===== src/design/php_pkg.sv =====
`default_nettype none
package php_pkg;

    localparam logic [15:0] ET_IPV4 = 16'h0800;
    localparam logic [15:0] ET_ARP  = 16'h0806;
    localparam logic [15:0] ET_IPV6 = 16'h86DD;
    localparam logic [15:0] ET_VLAN = 16'h8100;
    localparam logic [15:0] ET_QINQ = 16'h88A8;

    localparam logic [31:0] FNV_BASIS = 32'd2166136261;
    localparam logic [31:0] FNV_PRIME = 32'd16777619;

    localparam logic [1:0] MODE_ETH    = 2'd0;
    localparam logic [1:0] MODE_COOKED = 2'd1;
    localparam logic [1:0] MODE_NULL   = 2'd2;

    localparam logic [7:0] PROTO_ICMP   = 8'd1;
    localparam logic [7:0] PROTO_TCP    = 8'd6;
    localparam logic [7:0] PROTO_UDP    = 8'd17;
    localparam logic [7:0] PROTO_ICMP6  = 8'd58;
    localparam logic [7:0] NH_HOP       = 8'd0;
    localparam logic [7:0] NH_ROUTING   = 8'd43;
    localparam logic [7:0] NH_FRAGMENT  = 8'd44;
    localparam logic [7:0] NH_DEST_OPTS = 8'd60;

    localparam logic [15:0] PORT_DNS  = 16'd53;
    localparam logic [15:0] PORT_MDNS = 16'd5353;

    typedef struct packed {
        logic [15:0] seen_len;
        logic [15:0] wire_length;
        logic [2:0]  ipver;
        logic [31:0] src_key;
        logic [31:0] dst_key;
        logic [7:0]  protocol;
        logic [15:0] sport;
        logic [15:0] dport;
        logic [7:0]  flag_bits;
        logic        is_arp;
        logic        is_icmp;
        logic        is_dns;
    } result_t;

    function automatic logic [4:0] link_length(input logic [1:0] mode);
        case (mode)
            MODE_ETH:    link_length = 5'd14;
            MODE_COOKED: link_length = 5'd16;
            MODE_NULL:   link_length = 5'd4;
            default:     link_length = 5'd0;
        endcase
    endfunction

    function automatic logic is_tag(input logic [15:0] et);
        is_tag = (et == ET_VLAN) || (et == ET_QINQ);
    endfunction

    function automatic logic is_ext(input logic [7:0] nh);
        is_ext = (nh == NH_HOP) || (nh == NH_ROUTING) || (nh == NH_FRAGMENT)
            || (nh == NH_DEST_OPTS);
    endfunction

    function automatic logic [31:0] fnv_step(input logic [31:0] h, input logic [7:0] b);
        fnv_step = (h ^ {24'd0, b}) * FNV_PRIME;
    endfunction

endpackage
`default_nettype wire


===== src/design/packet_header_parser_unit.sv =====
// packet header parser
// s_ channel: one captured packet byte per request (s_data_byte), with
// s_last_byte on the final byte and s_wire_len taken from that final byte.
// m_ channel: one header summary per packet, sent after the last byte.
// cfg channel: writes link_mode (cfg_data); cfg_ready is always high, write
// only while no packet is in progress.
// each byte updates the parse state directly, so the block sustains one byte
// per cycle unless a last byte is held off. the summary appears on m_ in the
// cycle after the last byte is accepted and is held in an output register.
// the next packet's bytes are accepted while a summary waits; only a new
// last byte is held off (s_ready low) while an untaken summary sits in the
// output register and m_ready is low.
// reset clears link_mode to ethernet, all parse state and m_valid.
// after each summary the parse state clears so the next byte starts a packet.
// the byte count saturates at 65535.
`default_nettype none
module packet_header_parser_unit #(
    parameter int MAX_EXTENSIONS = 8,
    parameter int MAX_TAGS       = 2
) (
    input  wire logic        aclk,
    input  wire logic        aresetn,
    input  wire logic        cfg_valid,
    output logic             cfg_ready,
    input  wire logic [1:0]  cfg_data,
    input  wire logic        s_valid,
    output logic             s_ready,
    input  wire logic [7:0]  s_data_byte,
    input  wire logic        s_last_byte,
    input  wire logic [15:0] s_wire_len,
    output logic             m_valid,
    input  wire logic        m_ready,
    output logic [15:0]      m_seen_len,
    output logic [15:0]      m_wire_length,
    output logic [2:0]       m_ipver,
    output logic [31:0]      m_src_key,
    output logic [31:0]      m_dst_key,
    output logic [7:0]       m_protocol,
    output logic [15:0]      m_sport,
    output logic [15:0]      m_dport,
    output logic [7:0]       m_flag_bits,
    output logic             m_is_arp,
    output logic             m_is_icmp,
    output logic             m_is_dns
);

    logic [1:0]  link_mode_reg;
    logic [15:0] byte_count_reg, byte_count_next;
    logic [31:0] link_word_reg, link_word_next;
    logic [15:0] ether_type_reg, ether_type_next;
    logic [1:0]  tag_count_reg, tag_count_next;
    logic [15:0] net_start_reg, net_start_next;
    logic [7:0]  ver_len_reg, ver_len_next;
    logic [31:0] source_word_reg, source_word_next;
    logic [31:0] dest_word_reg, dest_word_next;
    logic [7:0]  next_proto_reg, next_proto_next;
    logic [7:0]  pending_next_reg, pending_next_next;
    logic [3:0]  ext_count_reg, ext_count_next;
    logic [15:0] trans_start_reg, trans_start_next;
    logic [31:0] port_pair_reg, port_pair_next;
    logic [7:0]  flags_byte_reg, flags_byte_next;

    logic                 m_valid_reg;
    php_pkg::result_t     res_reg;
    php_pkg::result_t     res_next;

    logic        accept;
    logic [4:0]  link_len;
    logic [15:0] pos;
    logic [15:0] rel;
    logic [15:0] trel;
    logic [15:0] erel;

    assign cfg_ready = 1'b1;
    assign s_ready   = !s_last_byte || !m_valid_reg || m_ready;
    assign accept    = s_valid && s_ready;
    assign link_len  = php_pkg::link_length(link_mode_reg);
    assign pos       = byte_count_reg;

    // per-byte parse step
    always_comb begin
        byte_count_next   = byte_count_reg;
        link_word_next    = link_word_reg;
        ether_type_next   = ether_type_reg;
        tag_count_next    = tag_count_reg;
        net_start_next    = net_start_reg;
        ver_len_next      = ver_len_reg;
        source_word_next  = source_word_reg;
        dest_word_next    = dest_word_reg;
        next_proto_next   = next_proto_reg;
        pending_next_next = pending_next_reg;
        ext_count_next    = ext_count_reg;
        trans_start_next  = trans_start_reg;
        port_pair_next    = port_pair_reg;
        flags_byte_next   = flags_byte_reg;
        rel  = pos - net_start_reg;
        trel = pos - trans_start_reg;
        erel = pos - trans_start_reg;

        if (byte_count_reg != 16'hFFFF) begin
            byte_count_next = byte_count_reg + 16'd1;
        end

        if (link_len != 5'd0) begin
            if (pos < {11'd0, link_len}) begin
                if (link_mode_reg == php_pkg::MODE_ETH && (pos == 16'd12 || pos == 16'd13)) begin
                    ether_type_next = {ether_type_reg[7:0], s_data_byte};
                end else if (link_mode_reg == php_pkg::MODE_COOKED
                        && (pos == 16'd14 || pos == 16'd15)) begin
                    ether_type_next = {ether_type_reg[7:0], s_data_byte};
                end else if (link_mode_reg == php_pkg::MODE_NULL && pos < 16'd4) begin
                    // family word is little-endian
                    link_word_next = link_word_reg
                        | ({24'd0, s_data_byte} << {pos[1:0], 3'b000});
                    if (pos == 16'd3) begin
                        ether_type_next = (link_word_next == 32'd2) ?
                            php_pkg::ET_IPV4 : php_pkg::ET_IPV6;
                    end
                end
                if (pos + 16'd1 == {11'd0, link_len}) begin
                    net_start_next = {11'd0, link_len};
                end
            end else if (pos >= net_start_reg) begin
                if (php_pkg::is_tag(ether_type_reg)
                        && 32'(tag_count_reg) < MAX_TAGS) begin
                    if (rel == 16'd2) begin
                        link_word_next = {24'd0, s_data_byte};
                    end else if (rel == 16'd3) begin
                        ether_type_next = {link_word_reg[7:0], s_data_byte};
                        net_start_next  = net_start_reg + 16'd4;
                        tag_count_next  = tag_count_reg + 2'd1;
                    end
                end else if (ether_type_reg == php_pkg::ET_IPV4) begin
                    if (rel < 16'd20) begin
                        if (rel == 16'd0) begin
                            ver_len_next     = s_data_byte;
                            trans_start_next = net_start_reg
                                + {10'd0, s_data_byte[3:0], 2'b00};
                        end else if (rel == 16'd9) begin
                            next_proto_next = s_data_byte;
                        end else if (rel >= 16'd12 && rel < 16'd16) begin
                            source_word_next = {source_word_reg[23:0], s_data_byte};
                        end else if (rel >= 16'd16) begin
                            dest_word_next = {dest_word_reg[23:0], s_data_byte};
                        end
                    end else if (pos >= trans_start_reg) begin
                        if (trel < 16'd4) begin
                            port_pair_next = {port_pair_reg[23:0], s_data_byte};
                        end else if (trel == 16'd13) begin
                            flags_byte_next = s_data_byte;
                        end
                    end
                end else if (ether_type_reg == php_pkg::ET_IPV6) begin
                    if (rel < 16'd40) begin
                        if (rel == 16'd0) begin
                            trans_start_next = net_start_reg + 16'd40;
                        end else if (rel == 16'd6) begin
                            pending_next_next = s_data_byte;
                        end else if (rel >= 16'd8 && rel < 16'd24) begin
                            source_word_next = php_pkg::fnv_step(
                                (rel == 16'd8) ? php_pkg::FNV_BASIS : source_word_reg,
                                s_data_byte);
                        end else if (rel >= 16'd24) begin
                            dest_word_next = php_pkg::fnv_step(
                                (rel == 16'd24) ? php_pkg::FNV_BASIS : dest_word_reg,
                                s_data_byte);
                        end
                    end else if (32'(ext_count_reg) < MAX_EXTENSIONS
                            && php_pkg::is_ext(pending_next_reg)) begin
                        if (pos >= trans_start_reg) begin
                            if (erel == 16'd0) begin
                                next_proto_next = s_data_byte;
                            end else if (erel == 16'd1) begin
                                // fragment header is fixed at 8 bytes
                                trans_start_next = trans_start_reg
                                    + ((pending_next_reg == php_pkg::NH_FRAGMENT) ? 16'd8 :
                                       ({5'd0, s_data_byte, 3'b000} + 16'd8));
                                pending_next_next = next_proto_reg;
                                ext_count_next    = ext_count_reg + 4'd1;
                            end
                        end
                    end else if (pos >= trans_start_reg) begin
                        if (trel < 16'd4) begin
                            port_pair_next = {port_pair_reg[23:0], s_data_byte};
                        end else if (trel == 16'd13) begin
                            flags_byte_next = s_data_byte;
                        end
                    end
                end
            end
        end
    end

    // summary from the state after the last byte
    always_comb begin
        logic [16:0] cnt;
        logic [16:0] ns;
        logic [16:0] ts;
        logic [16:0] ihl;
        res_next = '0;
        cnt = {1'b0, byte_count_next};
        ns  = {1'b0, net_start_next};
        ts  = {1'b0, trans_start_next};
        ihl = {11'd0, ver_len_next[3:0], 2'b00};
        res_next.seen_len    = byte_count_next;
        res_next.wire_length = s_wire_len;
        if (link_len != 5'd0 && cnt >= {12'd0, link_len}) begin
            if (ether_type_next == php_pkg::ET_ARP) begin
                res_next.is_arp = 1'b1;
            end else if (ether_type_next == php_pkg::ET_IPV4) begin
                if (cnt >= ns + 17'd20 && ver_len_next[7:4] == 4'd4
                        && ihl >= 17'd20 && cnt >= ns + ihl) begin
                    res_next.ipver    = 3'd4;
                    res_next.src_key  = source_word_next;
                    res_next.dst_key  = dest_word_next;
                    res_next.protocol = next_proto_next;
                    if (next_proto_next == php_pkg::PROTO_ICMP) begin
                        res_next.is_icmp = 1'b1;
                    end else if (next_proto_next == php_pkg::PROTO_TCP
                            && cnt >= ts + 17'd20) begin
                        res_next.sport     = port_pair_next[31:16];
                        res_next.dport     = port_pair_next[15:0];
                        res_next.flag_bits = flags_byte_next;
                        res_next.is_dns = (port_pair_next[31:16] == php_pkg::PORT_DNS)
                            || (port_pair_next[15:0] == php_pkg::PORT_DNS);
                    end else if (next_proto_next == php_pkg::PROTO_UDP
                            && cnt >= ts + 17'd8) begin
                        res_next.sport = port_pair_next[31:16];
                        res_next.dport = port_pair_next[15:0];
                        res_next.is_dns = (port_pair_next[31:16] == php_pkg::PORT_DNS)
                            || (port_pair_next[15:0] == php_pkg::PORT_DNS)
                            || (port_pair_next[31:16] == php_pkg::PORT_MDNS)
                            || (port_pair_next[15:0] == php_pkg::PORT_MDNS);
                    end
                end
            end else if (ether_type_next == php_pkg::ET_IPV6) begin
                if (cnt >= ns + 17'd40) begin
                    res_next.ipver    = 3'd6;
                    res_next.src_key  = source_word_next;
                    res_next.dst_key  = dest_word_next;
                    res_next.protocol = pending_next_next;
                    if ((pending_next_next == php_pkg::PROTO_TCP && cnt >= ts + 17'd20)
                            || (pending_next_next == php_pkg::PROTO_UDP
                            && cnt >= ts + 17'd8)) begin
                        res_next.sport = port_pair_next[31:16];
                        res_next.dport = port_pair_next[15:0];
                        res_next.is_dns = (port_pair_next[31:16] == php_pkg::PORT_DNS)
                            || (port_pair_next[15:0] == php_pkg::PORT_DNS);
                    end
                    if (pending_next_next == php_pkg::PROTO_TCP && cnt >= ts + 17'd20) begin
                        res_next.flag_bits = flags_byte_next;
                    end
                    res_next.is_icmp = (pending_next_next == php_pkg::PROTO_ICMP6);
                end
            end
        end
    end

    always_ff @(posedge aclk) begin
        if (!aresetn) begin
            link_mode_reg    <= php_pkg::MODE_ETH;
            byte_count_reg   <= '0;
            link_word_reg    <= '0;
            ether_type_reg   <= '0;
            tag_count_reg    <= '0;
            net_start_reg    <= '0;
            ver_len_reg      <= '0;
            source_word_reg  <= '0;
            dest_word_reg    <= '0;
            next_proto_reg   <= '0;
            pending_next_reg <= '0;
            ext_count_reg    <= '0;
            trans_start_reg  <= '0;
            port_pair_reg    <= '0;
            flags_byte_reg   <= '0;
            m_valid_reg      <= 1'b0;
        end else begin
            if (cfg_valid) begin
                link_mode_reg <= cfg_data;
            end
            if (accept && s_last_byte) begin
                m_valid_reg <= 1'b1;
            end else if (m_ready) begin
                m_valid_reg <= 1'b0;
            end
            if (accept) begin
                if (s_last_byte) begin
                    byte_count_reg   <= '0;
                    link_word_reg    <= '0;
                    ether_type_reg   <= '0;
                    tag_count_reg    <= '0;
                    net_start_reg    <= '0;
                    ver_len_reg      <= '0;
                    source_word_reg  <= '0;
                    dest_word_reg    <= '0;
                    next_proto_reg   <= '0;
                    pending_next_reg <= '0;
                    ext_count_reg    <= '0;
                    trans_start_reg  <= '0;
                    port_pair_reg    <= '0;
                    flags_byte_reg   <= '0;
                end else begin
                    byte_count_reg   <= byte_count_next;
                    link_word_reg    <= link_word_next;
                    ether_type_reg   <= ether_type_next;
                    tag_count_reg    <= tag_count_next;
                    net_start_reg    <= net_start_next;
                    ver_len_reg      <= ver_len_next;
                    source_word_reg  <= source_word_next;
                    dest_word_reg    <= dest_word_next;
                    next_proto_reg   <= next_proto_next;
                    pending_next_reg <= pending_next_next;
                    ext_count_reg    <= ext_count_next;
                    trans_start_reg  <= trans_start_next;
                    port_pair_reg    <= port_pair_next;
                    flags_byte_reg   <= flags_byte_next;
                end
            end
        end
    end

    always_ff @(posedge aclk) begin
        if (accept && s_last_byte) begin
            res_reg <= res_next;
        end
    end

    assign m_valid       = m_valid_reg;
    assign m_seen_len    = res_reg.seen_len;
    assign m_wire_length = res_reg.wire_length;
    assign m_ipver       = res_reg.ipver;
    assign m_src_key     = res_reg.src_key;
    assign m_dst_key     = res_reg.dst_key;
    assign m_protocol    = res_reg.protocol;
    assign m_sport       = res_reg.sport;
    assign m_dport       = res_reg.dport;
    assign m_flag_bits   = res_reg.flag_bits;
    assign m_is_arp      = res_reg.is_arp;
    assign m_is_icmp     = res_reg.is_icmp;
    assign m_is_dns      = res_reg.is_dns;

    a_summary_source: assert property (@(posedge aclk) disable iff (!aresetn)
        $rose(m_valid_reg) |-> $past(accept && s_last_byte))
        else $error("summary without a last byte");

    a_clear_after_last: assert property (@(posedge aclk) disable iff (!aresetn)
        accept && s_last_byte |=> byte_count_reg == 16'd0 && ether_type_reg == 16'd0)
        else $error("parse state not cleared after packet");

    a_nonzero_len: assert property (@(posedge aclk) disable iff (!aresetn)
        m_valid_reg |-> res_reg.seen_len != 16'd0)
        else $error("summary with zero captured length");

endmodule
`default_nettype wire

===== config.mk =====
export PLATFORM = sky130hd
export DESIGN_NAME = packet_header_parser_unit
export DESIGN_NICKNAME = d
export VERILOG_FILES = /design/src/design/php_pkg.sv /design/src/design/packet_header_parser_unit.sv
export SDC_FILE = /design/constraint.sdc
export NUM_CORES = 2
export LEC_CHECK = 0
export BUFFER_PORTS_ARGS = -buffer_cell sky130_fd_sc_hd__buf_2
export CAP_MARGIN = 10
export CORE_MARGIN = 2
export CORE_UTILIZATION = 58
export DETAILED_ROUTE_END_ITERATION = 10
export GPL_TIMING_DRIVEN = 0
export PLACE_DENSITY = 0.79
export SYNTH_ARGS = -nofsm -noshare
export SYNTH_HDL_FRONTEND = slang
export SYNTH_SLANG_ARGS = --single-unit

===== constraint.sdc =====
create_clock -name aclk -period 8.9 [get_ports aclk]
set_input_delay 1.335 -clock aclk [delete_from_list [all_inputs] [get_ports aclk]]
set_output_delay 1.335 -clock aclk [all_outputs]
set_load 0.01 [all_outputs]

# --- After elaboration in Yosys (flattened, before gate mapping) ---
# Cells that the tools add are included.
op_classes:
  reduce_logical: 52
  order_cmp: 22
  n_eq_ne: 48
  bitwise: 4
  mux: 184
  n_mul: 2
  add_sub_neg: 15
  n_shift: 1
ops:
  columns: ["op", "count"]
  rows:
  - ["32-bit two-way mux", 58]
  - ["16-bit two-way mux", 37]
  - ["115-bit two-way mux", 4]
  - ["8-bit two-way mux", 51]
  - ["16-bit by 4-bit equality test with 1-bit output, second input constant", 7]
  - ["16-bit by 17-bit >= comparator with 1-bit output", 5]
  - ["16-bit equality test, second input constant", 4]
  - ["32-bit by 25-bit multiplier with 32-bit output, second input constant", 2]
  - ["32-bit by 8-bit XOR with 32-bit output", 2]
  - ["16-bit by 12-bit equality test with 1-bit output, second input constant", 3]
  - ["16-bit by 2-bit equality test with 1-bit output, second input constant", 3]
  - ["16-bit by 5-bit < comparator with 1-bit output, second input constant", 3]
  - ["4-bit two-way mux", 12]
  - ["40-bit two-way mux", 1]
  - ["16-bit by 5-bit adder with 17-bit output, second input constant", 2]
  - ["16-bit by 13-bit equality test with 1-bit output, second input constant", 2]
  - ["16-bit by 6-bit equality test with 1-bit output, second input constant", 2]
  - ["32-bit by 2-bit equality test with 1-bit output, second input constant", 1]
  - ["8-bit by 6-bit equality test with 1-bit output, second input constant", 4]
  - ["16-bit >= comparator", 2]
  - ["16-bit by 4-bit >= comparator with 1-bit output, second input constant", 2]
  - ["16-bit by 5-bit >= comparator with 1-bit output, second input constant", 2]
  - ["16-bit logical NOT", 2]
  - ["16-bit by 3-bit < comparator with 1-bit output, second input constant", 2]
  - ["51 further kinds", 115]
word_totals:
  regBits: 383
  wordCells: 356

# --- Longest topological paths before layout ---
logic_depth:
  word_depth: 22
  ltp_mapped: 42
  ltp_nobuf: 39

# --- Worst setup path before layout ---
# No wires, ideal clock.
synth_path:
  path_type: "register to register"
  startpoint: "register byte_count_reg[0]"
  endpoint: "register res_reg (netlist bit m_dst_key[31]), data pin"
  path_slack_ns: -0.795
  t_arrival_ns: 9.440
  stages_incl_launch_ff: 39
  setup_time_ns: 0.256
  path_buffers: 3
  path_cell_list: "dfxtp_1 clkbuf_1 clkinv_1 ha_1 fa_1 nand2b_1 a211oi_1 o211ai_1 a211o_1 a211oi_4 o2111a_1 clkbuf_1 nand3_1 clkbuf_1 nand2_1 xnor2_1 ha_1 ha_1 [... 3 more ...] ha_1 inv_1 fa_1 inv_1 ha_1 a21o_1 a21o_1 a21o_1 o2111ai_1 a311oi_1 o311ai_0 a31oi_1 o21a_1 o21ai_0 nand2b_1 a21oi_1 xnor2_1 o211a_1"
synth_via:
  elab_chain_cells: 19
synth_rtl:
  columns: ["element", "line_no", "source"]
  rows:
  - ["start: declaration", "packet_header_parser_unit.sv:48", "logic [15:0] byte_count_reg, byte_count_next;"]
  - ["start signal: assignment", "packet_header_parser_unit.sv:303", "byte_count_reg <= byte_count_next;"]
  - ["16-bit subtractor", "packet_header_parser_unit.sv:96", "rel = pos - net_start_reg;"]
  - ["16-bit by 5-bit equality test with 1-bit output", "packet_header_parser_unit.sv:165", "(rel == 16'd24) ? php_pkg::FNV_BASIS : dest_word_reg,"]
  - ["32-bit two-way mux", "packet_header_parser_unit.sv:165", null]
  - ["32-bit by 8-bit XOR with 32-bit output", "php_pkg.sv:63", "fnv_step = (h ^ {24'd0, b}) * FNV_PRIME;"]
  - ["32-bit by 25-bit multiplier with 32-bit output", "php_pkg.sv:63", null]
  - ["32-bit two-way mux", "packet_header_parser_unit.sv:163", "end else if (rel >= 16'd24) begin"]
  - ["32-bit two-way mux", "packet_header_parser_unit.sv:159", "end else if (rel >= 16'd8 && rel < 16'd24) begin"]
  - ["32-bit two-way mux", "packet_header_parser_unit.sv:157", "end else if (rel == 16'd6) begin"]
  - ["[... 3 more ...]", null, null]
  - ["32-bit two-way mux", "packet_header_parser_unit.sv:133", "end else if (ether_type_reg == php_pkg::ET_IPV4) begin"]
  - ["32-bit two-way mux", "packet_header_parser_unit.sv:124", "if (php_pkg::is_tag(ether_type_reg)"]
  - ["32-bit two-way mux", "packet_header_parser_unit.sv:123", "end else if (pos >= net_start_reg) begin"]
  - ["32-bit two-way mux", "packet_header_parser_unit.sv:105", "if (pos < {11'd0, link_len}) begin"]
  - ["32-bit two-way mux", "packet_header_parser_unit.sv:104", "if (link_len != 5'd0) begin"]
  - ["115-bit two-way mux", "packet_header_parser_unit.sv:237", "if (cnt >= ns + 17'd40) begin"]
  - ["115-bit two-way mux", "packet_header_parser_unit.sv:236", "end else if (ether_type_next == php_pkg::ET_IPV6) begin"]
  - ["115-bit two-way mux", "packet_header_parser_unit.sv:210", "end else if (ether_type_next == php_pkg::ET_IPV4) begin"]
  - ["end signal: assignment", "packet_header_parser_unit.sv:324", "res_reg <= res_next;"]
  - ["end: declaration", "packet_header_parser_unit.sv:64", "php_pkg::result_t res_reg;"]
# Several ways; a longest one is shown, not always the timed one.
# A chain may end at the register's enable or synchronous reset.

# --- Worst setup path after layout ---
layout_path:
  startpoint: "register byte_count_reg[1]"
  endpoint: "register res_reg (netlist bit m_dst_key[30]), data pin"
# The elaborated chain is that of the path after synthesis.

==> metrics.csv <==
metric,value,unit
status,finished with violations,
violations,negative setup slack,
fillCellCount,5315,
grtUsageMet3,0.0946,
p_sw,1.68,mW
path_buf_inv,7,
top_usage_layer,met2,
start_util,0.583,
worst_slew_pin_slew,1.36,ns
pre_cts_ws,-2.45,ns
cts_made_buffers,44,
synth_nets,5215,
final_common_cell,ha_1,
max_freq,0.111,GHz
clock_skew,0.0662,ns
grt_use_met2,0.606,
ys.flop_type,dfxtp_1,
p_per_area,115,nW/um^2
drtPass1Iterations,8,
wirelength,143,mm
netlist_instances,4517,
finalSetupTns,-0.347,ns
antenna_found_initial,8,
post-route-min-period,9.03,ns
p_clk_frac,0.375,
slew_violations,0,
synthToLayoutAreaGrowth,15.6,%
synth_seq_area_share,0.240,
crit_type,flip-flop to flip-flop,
grtUsageTotal,0.407,
drtIter0Drc,4791,
p_leak,19.0,nW
grt_use_met1,0.549,
dpl.hpwl,109,mm
grt_pass1_wl,210,mm
io_buffer_count,179,
synth.top_cell.area_share,0.168,
ctsHoldBuffers,0,
ios,185,
clk_path_buf_depth,3,
cp-start-kind,flip-flop,
chipWidth,260,um
ys_warn_count,0,
stdcell_count,5745,
gr-total-overflow,0,
setup_violations,7,
synth_top_cell_by_area,ha_1,
core_area,65400,sq um
row_count,94,
antenna_left,0,
die_h,260,um
hold_viol,0,
drc,0,
dieArea,67800,sq um
final.setup.worst_slack,-0.128,ns
combinationalPowerShare,0.257,
cts_sinks,382,
holdCritPathClass,flip-flop to flip-flop,
switching_share,0.333,
p_int,3.37,mW
path_clk_slew,0.07,ns
endpoint_kind,flip-flop,
pwr-share-seq,0.368,
cp_top_family,adder cells,
nNetsFinal,5536,
grt_max_degree,97,
h-tree-depth,2,
relSlewSlack,0.0920,
place_congestion,1.08,
dp.cells,5565,
final_cell_mix,"486 x ha_1, 463 x inv_1, 344 x nor2_1, 278 x nand2_1, 242 x a21oi_1",
routedWlPerCell,24.8,um
clkLatencyLatePin,0.66,ns
vias_per_cell,6.46,
drive_gt1_frac,0.142,
cts_tree,done,
syn_area_per_cell,8.44,sq um
max_stage_delay,0.52,ns
drv_cap,0,
fin_crit_sh,1.01,
path_max_fanout,10,
crit_top_cell,ha_1,
crit_slowest_cell,fa_1,
crit_required,9.34,ns
peakVddDrop,126,uV
synth_edf_count,149,
rsz0062_at_grt,true,
grt_pass1_vias,34998,
vias,37101,
cp.arrival,9.46,ns
synth_seq_cells,382,
root_buffer,clkbuf_16,
synth_cell_types,100,
async_reset_ff_frac,0,
synth_area_leaders,"ha_1 17%, dfxtp_1 12%, edfxtp_1 12%",
synth_area,38100,sq um
-- power groups by stage --
stage | clock (mW) | sequential (mW) | combinational [mW]
2_1_floorplan | 0 | 1.91 | 0.751
3_3_place_gp | 0 | 1.90 | 1.08
3_5_place_dp | 0 | 1.90 | 1.10
4_1_cts | 1.88 | 1.86 | 1.20
5_1_grt | 1.94 | 1.86 | 1.41
6_report | 1.89 | 1.86 | 1.30
-- final cells by class --
cell class	instances	area [sq um]	share of cell area
clock buffers	56	1190	0.0269
clock inverters	26	269	0.00610
multi-input cells	3433	27700	0.629
inverters	472	1810	0.0410
diodes	7	17.5	0.000397
well taps	864	1080	0.0245
repair buffers	291	1810	0.0411
flip-flops and latches	382	9180	0.208
plain buffers	214	1020	0.0231
-- logic make-up (layout without fill, tap and decap cells) --
logic type / count (synthesis) / count (layout) / share of synthesized area
xor gates and xnor gates: 229 / 229 / 0.0526
buffers and inverters: 702 / 1059 / 0.0716
adders and majority gates: 666 / 666 / 0.249
AOI/OAI and AO/OA: 1039 / 1039 / 0.177
muxes: 70 / 70 / 0.0187
DFF: 382 / 382 / 0.240
other: 2 / 9 / 0.000197
and+or+nand+nor: 1427 / 1427 / 0.191
-- worst paths after layout --
check	from	to	slack, ns	depth (start not counted)
max	byte_count_reg[1]$_SDFFE_PN0P_	m_dst_key[30]$_SDFFCE_PP0P_	-0.13	36
min	link_word_reg[25]$_SDFFE_PN0P_	link_word_reg[25]$_SDFFE_PN0P_	0.46	2
max reg2reg	byte_count_reg[1]$_SDFFE_PN0P_	m_dst_key[30]$_SDFFCE_PP0P_	-0.13	36
min reg2reg	link_word_reg[25]$_SDFFE_PN0P_	link_word_reg[25]$_SDFFE_PN0P_	0.46	2
-- per-stage QoR --
stage | power (mW) | area [sq um] | hold slack [ns] | utilization
after floorplan | 2.67 | 38200 | 0.428 | -
after global routing | 5.22 | 44100 | 0.488 | 0.674
after detailed placement | 3.00 | 40200 | 0.457 | 0.615
after global placement | 2.98 | 40200 | 0.441 | 0.614
final | 5.05 | 44100 | 0.465 | 0.674
after CTS | 4.95 | 43200 | 0.471 | 0.660
-- what timing repair did --
| action | 4_1_cts | 5_1_grt |
|---|---|---|
| setup buffers | 65 | 40 |
| resized for setup | 210 | 148 |
| pin swaps | 55 | 83 |
| endpoints found under the setup margin | 160 | 131 |
| cloned | 0 | 0 |
-- Yosys cell counts, types with 12 or more instances --
cell,instances
a211o_1,14
a211oi_1,27
a21boi_0,18
a21o_1,42
a21oi_1,263
a22oi_1,114
a31oi_1,31
and2_1,117
and3_1,28
buf_1,16
buf_2,12
clkbuf_1,189
dfxtp_1,233
edfxtp_1,149
fa_1,153
ha_1,513
inv_1,468
mux2i_1,60
nand2_1,289
nand2b_1,54
nand3_1,86
nand3b_1,14
nand4_1,59
nor2_1,358
nor2b_1,159
nor3_1,97
nor4_1,43
o2111ai_1,12
o211ai_1,23
o21a_1,38
o21ai_0,211
o22ai_1,91
or2_2,18
or3_1,29
or4_1,17
xnor2_1,164
xor2_1,65
-- worst reg2reg max path, delay by kind of cell (launching register included) --
kind                       cells  cell delay [ns]
adders and majority gates      9             3.44
AOI/OAI and AO/OA             13             2.95
buffers and inverters          7             0.98
and+or+nand+nor                6             0.92
DFF                            1             0.37
xor gates and xnor gates       1             0.18
-- metal layers --
layer  vias up  routed length [um]
li1      16562                   -
met1     17684               56700
met2      2308               59900
met3       547               17000
met4         0                9080
met5         -                   0
(Power assumes the default switching activity.)
